## src/rtl/rmrs_pkg.sv

```systemverilog
// shared types, command codes and wiring tables for the row scan controller
`default_nettype none

package rmrs_pkg;

    // default geometry
    localparam int RMRS_COLUMNS   = 16;
    localparam int RMRS_ROWS      = 8;
    localparam int RMRS_CHANNELS  = 48;
    localparam int RMRS_MSG_DEPTH = 256;

    localparam int NUM_COLORS = 3;
    localparam int WIRED      = 48;

    localparam logic [11:0] BRIGHT_RESET = 12'hFFF;

    // command codes
    localparam logic [2:0] CMD_WRITE_COL = 3'd0;
    localparam logic [2:0] CMD_LOAD_MSG  = 3'd1;
    localparam logic [2:0] CMD_SCROLL    = 3'd2;
    localparam logic [2:0] CMD_SCAN      = 3'd3;
    localparam logic [2:0] CMD_BLANK     = 3'd4;

    // frame column of the pixel carried by each driver channel
    localparam logic [3:0] SLOT_COL [WIRED] = '{
        4'd8,  4'd8,  4'd9,  4'd10, 4'd10, 4'd11, 4'd12, 4'd12,
        4'd13, 4'd14, 4'd14, 4'd15, 4'd7,  4'd6,  4'd6,  4'd5,
        4'd4,  4'd4,  4'd3,  4'd2,  4'd2,  4'd1,  4'd0,  4'd0,
        4'd0,  4'd1,  4'd1,  4'd2,  4'd3,  4'd3,  4'd4,  4'd5,
        4'd5,  4'd6,  4'd7,  4'd7,  4'd15, 4'd15, 4'd14, 4'd13,
        4'd13, 4'd12, 4'd11, 4'd11, 4'd10, 4'd9,  4'd9,  4'd8
    };

    // color plane of the pixel carried by each driver channel
    localparam logic [1:0] SLOT_CLR [WIRED] = '{
        2'd1, 2'd0, 2'd2, 2'd1, 2'd0, 2'd2, 2'd2, 2'd0,
        2'd1, 2'd2, 2'd0, 2'd1, 2'd1, 2'd0, 2'd2, 2'd1,
        2'd0, 2'd2, 2'd2, 2'd0, 2'd1, 2'd2, 2'd0, 2'd1,
        2'd2, 2'd1, 2'd0, 2'd2, 2'd1, 2'd0, 2'd1, 2'd2,
        2'd0, 2'd1, 2'd2, 2'd0, 2'd0, 2'd2, 2'd1, 2'd0,
        2'd2, 2'd1, 2'd0, 2'd1, 2'd2, 2'd0, 2'd1, 2'd2
    };

    // one request
    typedef struct packed {
        logic [2:0] cmd;
        logic [1:0] color;
        logic [3:0] column;
        logic [7:0] msg_index;
        logic [7:0] value;
        logic [8:0] shift;
        logic [8:0] msg_len;
        logic [2:0] row;
    } t_req;

    // one result
    typedef struct packed {
        logic [5:0]  channel;
        logic [11:0] level;
        logic [7:0]  row_select;
        logic        last;
    } t_res;

    // controller to datapath
    typedef struct packed {
        logic load;
        logic wr_col;
        logic wr_msg;
        logic scroll;
        logic scan;
    } t_ctl;

    // datapath to controller
    typedef struct packed {
        logic [2:0] cmd;
        logic       color_ok;
        logic       col_last;
        logic       ch_last;
    } t_sts;

endpackage

`default_nettype wire

```

## src/rtl/rmrs_ctrl.sv

```systemverilog
// sequencer that steps the datapath through one request at a time
`default_nettype none

module rmrs_ctrl
    import rmrs_pkg::*;
(
    input  wire logic i_clk,
    input  wire logic i_rst_n,
    input  wire logic i_start,
    input  wire t_sts i_sts,
    output t_ctl      o_ctl,
    output logic      o_busy
);

    localparam logic [2:0] S_IDLE   = 3'd0;
    localparam logic [2:0] S_DECODE = 3'd1;
    localparam logic [2:0] S_SCROLL = 3'd2;
    localparam logic [2:0] S_SCAN   = 3'd3;
    localparam logic [2:0] S_FLUSH  = 3'd4;

    logic [2:0] r_state;
    logic [2:0] n_state;

    // state register
    always_ff @(posedge i_clk) begin
        if (!i_rst_n) begin
            r_state <= S_IDLE;
        end else begin
            r_state <= n_state;
        end
    end

    // next state and datapath commands
    always_comb begin
        n_state = r_state;
        o_ctl   = '0;
        unique case (r_state)
            S_IDLE: begin
                if (i_start) begin
                    o_ctl.load = 1'b1;
                    n_state    = S_DECODE;
                end
            end
            S_DECODE: begin
                unique case (i_sts.cmd) inside
                    CMD_WRITE_COL: begin
                        o_ctl.wr_col = 1'b1;
                        n_state      = S_IDLE;
                    end
                    CMD_LOAD_MSG: begin
                        o_ctl.wr_msg = 1'b1;
                        n_state      = S_IDLE;
                    end
                    CMD_SCROLL: begin
                        n_state = i_sts.color_ok ? S_SCROLL : S_IDLE;
                    end
                    CMD_SCAN, CMD_BLANK: begin
                        n_state = S_SCAN;
                    end
                    default: begin
                        n_state = S_IDLE;
                    end
                endcase
            end
            S_SCROLL: begin
                o_ctl.scroll = 1'b1;
                if (i_sts.col_last) begin
                    n_state = S_FLUSH;
                end
            end
            S_SCAN: begin
                o_ctl.scan = 1'b1;
                if (i_sts.ch_last) begin
                    n_state = S_FLUSH;
                end
            end
            S_FLUSH: begin
                n_state = S_IDLE;
            end
            default: begin
                n_state = S_IDLE;
            end
        endcase
    end

    assign o_busy = (r_state != S_IDLE);

endmodule

`default_nettype wire

```

## config.mk

```make
export PLATFORM = sky130hd
export DESIGN_NAME = rmrs_ctrl
export DESIGN_NICKNAME = d
export VERILOG_FILES = /design/src/rtl/rmrs_pkg.sv /design/src/rtl/rmrs_ctrl.sv
export SDC_FILE = /design/constraint.sdc
export NUM_CORES = 1
export LEC_CHECK = 0
export CAP_MARGIN = 20
export CORE_AREA = 3 3 40 42
export CTS_CLUSTER_DIAMETER = 40
export CTS_CLUSTER_SIZE = 25
export DETAILED_ROUTE_END_ITERATION = 10
export DIE_AREA = 0 0 43 45
export DONT_BUFFER_PORTS = 1
export HOLD_SLACK_MARGIN = 0.06
export SLEW_MARGIN = 20
export SYNTH_ARGS = -nofsm -noshare
export SYNTH_HDL_FRONTEND = slang
export SYNTH_SLANG_ARGS = --single-unit
```

## constraint.sdc

```tcl
create_clock -name i_clk -period 3 [get_ports i_clk]
set_input_delay 0.6 -clock i_clk [delete_from_list [all_inputs] [get_ports i_clk]]
set_output_delay 0.6 -clock i_clk [all_outputs]
set_load 0.05 [all_outputs]
```

==> metrics.log, run 1 <==
INFO  metric top_regs = r_state: 3 flops
INFO  metric setup_viol_count_final = 0
INFO  metric static-leakage-power = between 0.1 and 0.15 nW
INFO  metric layout_commonest_cell = sky130_fd_sc_hd__nor3b_2
INFO  metric postSynth.asyncResetShare = 0%
INFO  metric flow.area_growth_from_synthesis = 22.2%
INFO  metric min_period = 2.15 ns
INFO  metric numCtsBuffers = 3
INFO  metric layout.filler_cells = around 140
INFO  metric outcome = finished, final reports clean
INFO  metric portBuffers = 0
INFO  metric min_path_type = primary input to register
INFO  metric largest_reg_flops = 3
INFO  metric max_slew_margin = 42.8%
INFO  metric hold_path_end = r_state[0]
INFO  metric layout.cell_area.non_filler = 303 um2
INFO  metric postSynthAreaPerCell = about 9.5 um2
INFO  metric fp.dieArea = ~1900 um2
INFO  metric yosys_warning_count = 0
INFO  metric worst-path-max-fanout = 6
INFO  metric arrival_worst_endpoint = 1.55 ns
INFO  metric cp.required = between 2 and 2.5 ns
INFO  metric drv.max_cap_violation_count = 0
INFO  metric ctsLongestPathBuffers = 2
INFO  metric crit_path_launch = r_state[0]
INFO  metric floorplan.rows = 13
INFO  metric floorplan.die.width = 43 um
INFO  metric timing.reg2reg.setup_slack = 1.94 ns
INFO  metric share_of_layout_cells_above_drive_strength_1 = 43.3%
INFO  metric drt_drc_violations_left = 0
INFO  metric drt-total-wl = 487 um
INFO  metric first_global_vias = 209
INFO  metric hold_path_startpoint = i_rst_n
INFO  metric detail-route-antenna-nets = 0
INFO  metric starting_utilization_of_the_core_area = 19.3%
INFO  metric rsz_0062_raised_after_global_routing = no
INFO  metric critical_path_class = register to primary output
INFO  metric grt_first_pass_wirelength = 759 um
INFO  metric fmax = 0.466 GHz
INFO  metric clkLatencyLatePin = 0.22 ns
INFO  metric final_min_period_over_clock_period = 71.5%
INFO  metric grt_max_degree = 7
INFO  metric maxSlewViolCount = 0
INFO  metric globalplace.congestion = 0.640
INFO  metric clock_sink_count = 3
INFO  metric grt_antenna_before_repair = 0
INFO  metric critPathCaptureType = primary output
INFO  metric vias_per_cell = 4.36
INFO  metric register_clock_pin_slew_on_the_reported_worst_setup_and_hold_paths = about 0.030 ns
INFO  metric synth.ff_latch_count = 3
INFO  metric area_post_placement = about 280 um2
INFO  metric num_io_pins = 15
INFO  metric yosys-top-cells-area = sky130_fd_sc_hd__dfxtp_1 24%, sky130_fd_sc_hd__nor3b_2 10%, sky130_fd_sc_hd__o32ai_2 6.6%
INFO  metric report.final.hold_viol_count = 0
INFO  metric route.vias.total = 196
INFO  metric cellPowerDensity = 524 nW/um2
INFO  metric synth_edf_count = 0
INFO  metric syn_nets = 35
INFO  metric globalRouteOverflowTotal = 0
INFO  metric ctsResizeCount = 0
INFO  metric detailedRoute.firstIterationViolations = 1
INFO  metric regToRegStartpoint = r_state[0]
INFO  metric global_route.usage.total = 5.24%
INFO  metric hold_path_depth = 2
INFO  metric post-dp-hpwl = 439 um
INFO  metric syn-cell-area = approximately 250 um2
INFO  metric cts_htree_levels = 1
INFO  metric drtPass1Iterations = 4
INFO  metric post-synth-top-area-cell = sky130_fd_sc_hd__dfxtp_1
INFO  metric number_of_nets_in_the_layout = 40
INFO  metric worst-slew-pin-transition = 0.854 ns
INFO  metric antenna-diode-count = 0
INFO  metric timing.reg2reg.worst_path_depth = 2
INFO  metric register_ranked_first_by_flip_flop_count = r_state
INFO  metric synthesis.instances = 26
INFO  metric ir_drop = 0.128 mV
INFO  metric fin_tns_setup = 0 ns
INFO  metric clockRootBuffer = sky130_fd_sc_hd__clkbuf_4
INFO  metric route.detailed.wl_per_inst = roughly 11 um
INFO  metric fp.dieH = between 40 and 50 um
INFO  metric synth.distinct_cells = 20
INFO  metric cts.hold.buffers_added = 0
INFO  metric part_of_the_yosys_area_used_for_sequential_elements = about a quarter
INFO  metric synth-main-ff-cell = sky130_fd_sc_hd__dfxtp_1
INFO  metric postCtsSetupRepairBufs = 0
INFO  metric worstReg2RegEnd = r_state[2]
INFO  metric fin_worst_skew = 0.00224 ns
INFO  metric setup.worst_path.start_class = register
INFO  metric design_power_total = 0.000159 W
INFO  metric netlist.area_leader.share = between 20 and 25%
INFO  metric cts_tree = built
INFO  metric layout_common_cells = 4 x sky130_fd_sc_hd__nor3b_2, 3 x sky130_fd_sc_hd__clkbuf_4, 3 x sky130_fd_sc_hd__dfxtp_1, 2 x sky130_fd_sc_hd__inv_1, 2 x sky130_fd_sc_hd__and2b_1
INFO  metric floorplan.core_area = ~1300 um2
==> cell usage after synthesis, drive strengths merged, types with 2 or more instances <==
| cell type | count |
|---|---|
| dfxtp | 3 |
| and2b | 2 |
| nor3b | 4 |
| inv | 2 |
| nor2 | 2 |
| nand2b | 2 |
==> cell families after synthesis <==
group,Yosys count,share of synthesized area [%]
muxes,1,6.06
buffers and inverters,2,3.03
DFF,3,24.2
and+or+nand+nor,16,52.5
AOI/OAI and AO/OA,4,14.1
==> per-layer routing <==
layer / GRT usage (%) / share of wire [%] / up-vias
li1: - / - / 101
met1: 5.04 / 36 / 89
met2: 9.28 / 53 / 6
met3: 3.19 / 11 / 0
met4: 1.81 / 0 / 0
met5: 0 / 0 / -
==> worst max-delay path: stages, from the launching register on <==
cell and delay, ns:
sky130_fd_sc_hd__dfxtp_1 0.37, sky130_fd_sc_hd__or3_4 0.49, sky130_fd_sc_hd__nor2_2 0.46
==> cell type report <==
class                           instances  area (um2)  area share [%]
Multi-Input combinational cell         21         190            62.8
Tap cell                               15        18.8            6.20
Clock buffer                            4        26.3            8.68
Inverter                                2        7.51            2.48
Sequential cell                         3        60.1            19.8
==> how the worst max path moves through the flow <==
stage	to	slack [ns]	cells after the start
after floorplan	o_ctl[0]	0.76	2
after global placement	o_ctl[2]	1.08	2
after detailed placement	o_ctl[2]	1.06	2
after CTS	o_ctl[4]	0.85	2
after global routing	o_ctl[4]	0.80	2
final	o_ctl[4]	0.85	2
==> power by group <==
| group | internal, W | leakage (nW) | total [W] | switching [W] |
|---|---|---|---|---|
| Clock | 0.0000495 | 0.0150 | 0.0000661 | 0.0000166 |
| Combinational | 0.0000155 | 0.0722 | 0.0000453 | 0.0000298 |
| Sequential | 0.0000428 | 0.0245 | 0.0000473 | 0.00000460 |
==> metrics by stage <==
stage / setup slack [ns] / cells / utilization, % / hold WS (ns)
final: 0.855 / 45 / 23.6 / 0.582
after global routing: 0.800 / 45 / 23.6 / 0.596
after CTS: 0.847 / 45 / 23.6 / 0.583
after detailed placement: 1.06 / 41 / 21.5 / 0.600
after global placement: 1.08 / 41 / 21.5 / 0.602
after floorplan: 0.764 / 26 / - / 0.549
(Power assumes the default switching activity.)
==> run 2, diff against run 1 <==
- clock period: 3 -> 1.77 ns (I/O delays scaled with it)
==> metrics.log, run 2 (synthesized netlist as in run 1, its figures left out) <==
INFO  metric finalHoldWorstSlack = 0.336 ns (was 0.582 ns)
INFO  metric clock_sink_count = 3 (unchanged)
INFO  metric drt-total-wl = 590 um (was 487 um)
INFO  metric route.detailed.wl_per_inst = 11.6 um (was 10.8 um)
INFO  metric antenna-diode-count = 0 (unchanged)
INFO  metric clock_power_share = 39.8% (was 41.7%)
INFO  metric switching_pwr = 0.0000958 W (was 0.0000510 W)
INFO  metric fraction_of_the_core_area_covered_by_cells_at_the_end_of_the_flow = 28.1% (was 23.6%)
INFO  metric share_of_layout_cells_above_drive_strength_1 = 55.6% (was 43.3%)
INFO  metric p_seq_share = 27.2% (was 29.8%)
INFO  metric rsz_0062_raised_after_global_routing = no (unchanged)
INFO  metric detailedRoute.firstIterationViolations = 0 (was 1)
INFO  metric cp.required = 1.42 ns (was 2.40 ns)
INFO  metric ir_drop = 0.169 mV (was 0.128 mV)
INFO  metric setup.worst_path.start_class = register (unchanged)
INFO  metric worst-slew-pin-transition = 0.263 ns (was 0.854 ns)
INFO  metric cts_htree_levels = 1 (unchanged)
INFO  metric layout_common_cells = 5 x sky130_fd_sc_hd__buf_4, 4 x sky130_fd_sc_hd__nor3b_2, 3 x sky130_fd_sc_hd__clkbuf_4 (was 4 x sky130_fd_sc_hd__nor3b_2, 3 x sky130_fd_sc_hd__clkbuf_4, 3 x sky130_fd_sc_hd__dfxtp_1, 2 x sky130_fd_sc_hd__inv_1, 2 x sky130_fd_sc_hd__and2b_1)
INFO  metric cts_tree = built (unchanged)
INFO  metric layout_commonest_cell = sky130_fd_sc_hd__buf_4 (was sky130_fd_sc_hd__nor3b_2)
INFO  metric number_of_nets_in_the_layout = 46 (was 40)
INFO  metric report.final.hold_viol_count = 0 (unchanged)
INFO  metric largest_reg_flops = 3 (unchanged)
INFO  metric detail-route-antenna-nets = 0 (unchanged)
INFO  metric register_ranked_first_by_flip_flop_count = r_state (unchanged)
INFO  metric register_clock_pin_slew_on_the_reported_worst_setup_and_hold_paths = 0.04 ns (was 0.03 ns)
INFO  metric setup_viol_count_final = 0 (unchanged)
INFO  metric grt_antenna_before_repair = 0 (unchanged)
INFO  metric drtPass1Iterations = 1 (was 4)
INFO  metric grt_first_pass_wirelength = 1010 um (was 759 um)
INFO  metric cellPowerDensity = 819 nW/um2 (was 524 nW/um2)
INFO  metric vias_per_cell = 4.25 (was 4.36)
INFO  metric arrival_worst_endpoint = 1.29 ns (was 1.55 ns)
INFO  metric critical_path_class = register to primary output (unchanged)
INFO  metric fp.dieH = 45 um (unchanged)
INFO  metric ctsLongestPathBuffers = 2 (unchanged)
INFO  metric route.vias.total = 217 (was 196)
INFO  metric floorplan.rows = 13 (unchanged)
INFO  metric floorplan.core_area = 1280 um2 (unchanged)
INFO  metric grt_max_degree = 7 (unchanged)
INFO  metric max_slew_margin = 82.5% (was 42.8%)
INFO  metric final_min_period_over_clock_period = 93.2%
INFO  metric fin_tns_setup = 0 ns (unchanged)
INFO  metric combinationalPowerShare = 32.9% (was 28.5%)
INFO  metric cts.hold.buffers_added = 0 (unchanged)
INFO  metric clkLatencyLatePin = 0.23 ns (was 0.22 ns)
INFO  metric global_route.usage.total = 7.40% (was 5.24%)
INFO  metric clockRootBuffer = sky130_fd_sc_hd__clkbuf_4 (unchanged)
INFO  metric layout.filler_cells = 136 (was 141)
INFO  metric maxSlewViolCount = 0 (unchanged)
INFO  metric drt_drc_violations_left = 0 (unchanged)
INFO  metric timing.reg2reg.setup_slack = 0.78 ns (was 1.94 ns)
INFO  metric globalplace.congestion = 0.686 (was 0.640)
INFO  metric switching_share = 32.3% (was 32.1%)
INFO  metric critPathCaptureType = primary output (unchanged)
INFO  metric num_io_pins = 15 (unchanged)
INFO  metric worst-path-max-fanout = 6 (unchanged)
INFO  metric fp.dieArea = 1940 um2 (unchanged)
INFO  metric post-dp-hpwl = 500 um (was 439 um)
INFO  metric portBuffers = 0 (unchanged)
INFO  metric drv.max_cap_violation_count = 0 (unchanged)
INFO  metric fin_worst_skew = 0.00275 ns (was 0.00224 ns)
INFO  metric top_regs = r_state: 3 flops (unchanged)
INFO  metric floorplan.die.width = 43 um (unchanged)
INFO  metric globalRouteOverflowTotal = 0 (unchanged)
INFO  metric min_period = 1.65 ns
INFO  metric internal_power = 0.000200 W (was 0.000108 W)
INFO  metric flow.area_growth_from_synthesis = 46.0% (was 22.2%)
INFO  metric numCtsBuffers = 3 (unchanged)
INFO  metric fmax = around 0.61 GHz
INFO  metric static-leakage-power = 0.148 nW (was 0.112 nW)
INFO  metric outcome = finished, final reports clean (unchanged)
INFO  metric first_global_vias = 251 (was 209)
INFO  metric min_path_type = primary input to register (unchanged)
INFO  metric starting_utilization_of_the_core_area = 19.3% (unchanged)
## run 2: cell types whose count changed in the layout (fill, tap and decap cells not counted), sizes merged
cell  change
buf       +6
## run 2: area by class of cell
cell class	instances	area (um2)	share of cell area [%]
clock buffers	4	26.3	7.27
inverters	2	7.51	2.08
multi-input cells	21	190	52.6
flip-flops and latches	3	61.3	17.0
well taps	15	18.8	5.19
repair buffers	6	57.6	15.9
## run 2: critical path: stages, from the launching register on
cell and delay [ns]:
sky130_fd_sc_hd__dfxtp_1 0.34, sky130_fd_sc_hd__nand2b_2 0.22, sky130_fd_sc_hd__nor4_2 0.15, sky130_fd_sc_hd__and2_1 0.16
sky130_fd_sc_hd__buf_4 0.19
## run 2: worst paths after layout
kind / end / start / cells after the start
max reg2reg: r_state[0] / r_state[1] / 3
max: o_ctl[2] / r_state[1] / 4
min: r_state[0] / i_rst_n / 2
min reg2reg: r_state[1] / r_state[0] / 2
## run 2: metal layers
| layer | vias to the layer above | track usage [%] | wire (um) |
|---|---|---|---|
| li1 | 112 | - | - |
| met1 | 99 | 7.67 | 233 |
| met2 | 6 | 11.4 | 318 |
| met3 | 0 | 2.79 | 38 |
| met4 | 0 | 7.23 | 0 |
| met5 | - | 0 | 0 |
## run 2: timing repair
item / CTS / global route
resized for setup: 0 / 1
buffers inserted: 0 / 0
endpoints found under the setup margin: 0 / 2
## run 2: power groups by stage
| stage | registers [W] | logic (W) | clock network (W) |
|---|---|---|---|
| floorplan | 0.0000796 | 0.0000726 | 0 |
| global placement | 0.0000810 | 0.0000974 | 0 |
| detailed placement | 0.0000812 | 0.0000984 | 0 |
| CTS | 0.0000801 | 0.0000986 | 0.000124 |
| global route | 0.0000824 | 0.000104 | 0.000135 |
| finish | 0.0000807 | 0.0000975 | 0.000118 |
## run 2: metrics by stage
step                instances  cell area [um2]  power [W]  setup slack (ns)
finish                     51              362   0.000296             0.121
global route               51              362   0.000322           0.00587
CTS                        51              360   0.000303            0.0851
detailed placement         47              334   0.000180             0.333
global placement           47              334   0.000178             0.365
floorplan                  26              258   0.000152             0.133
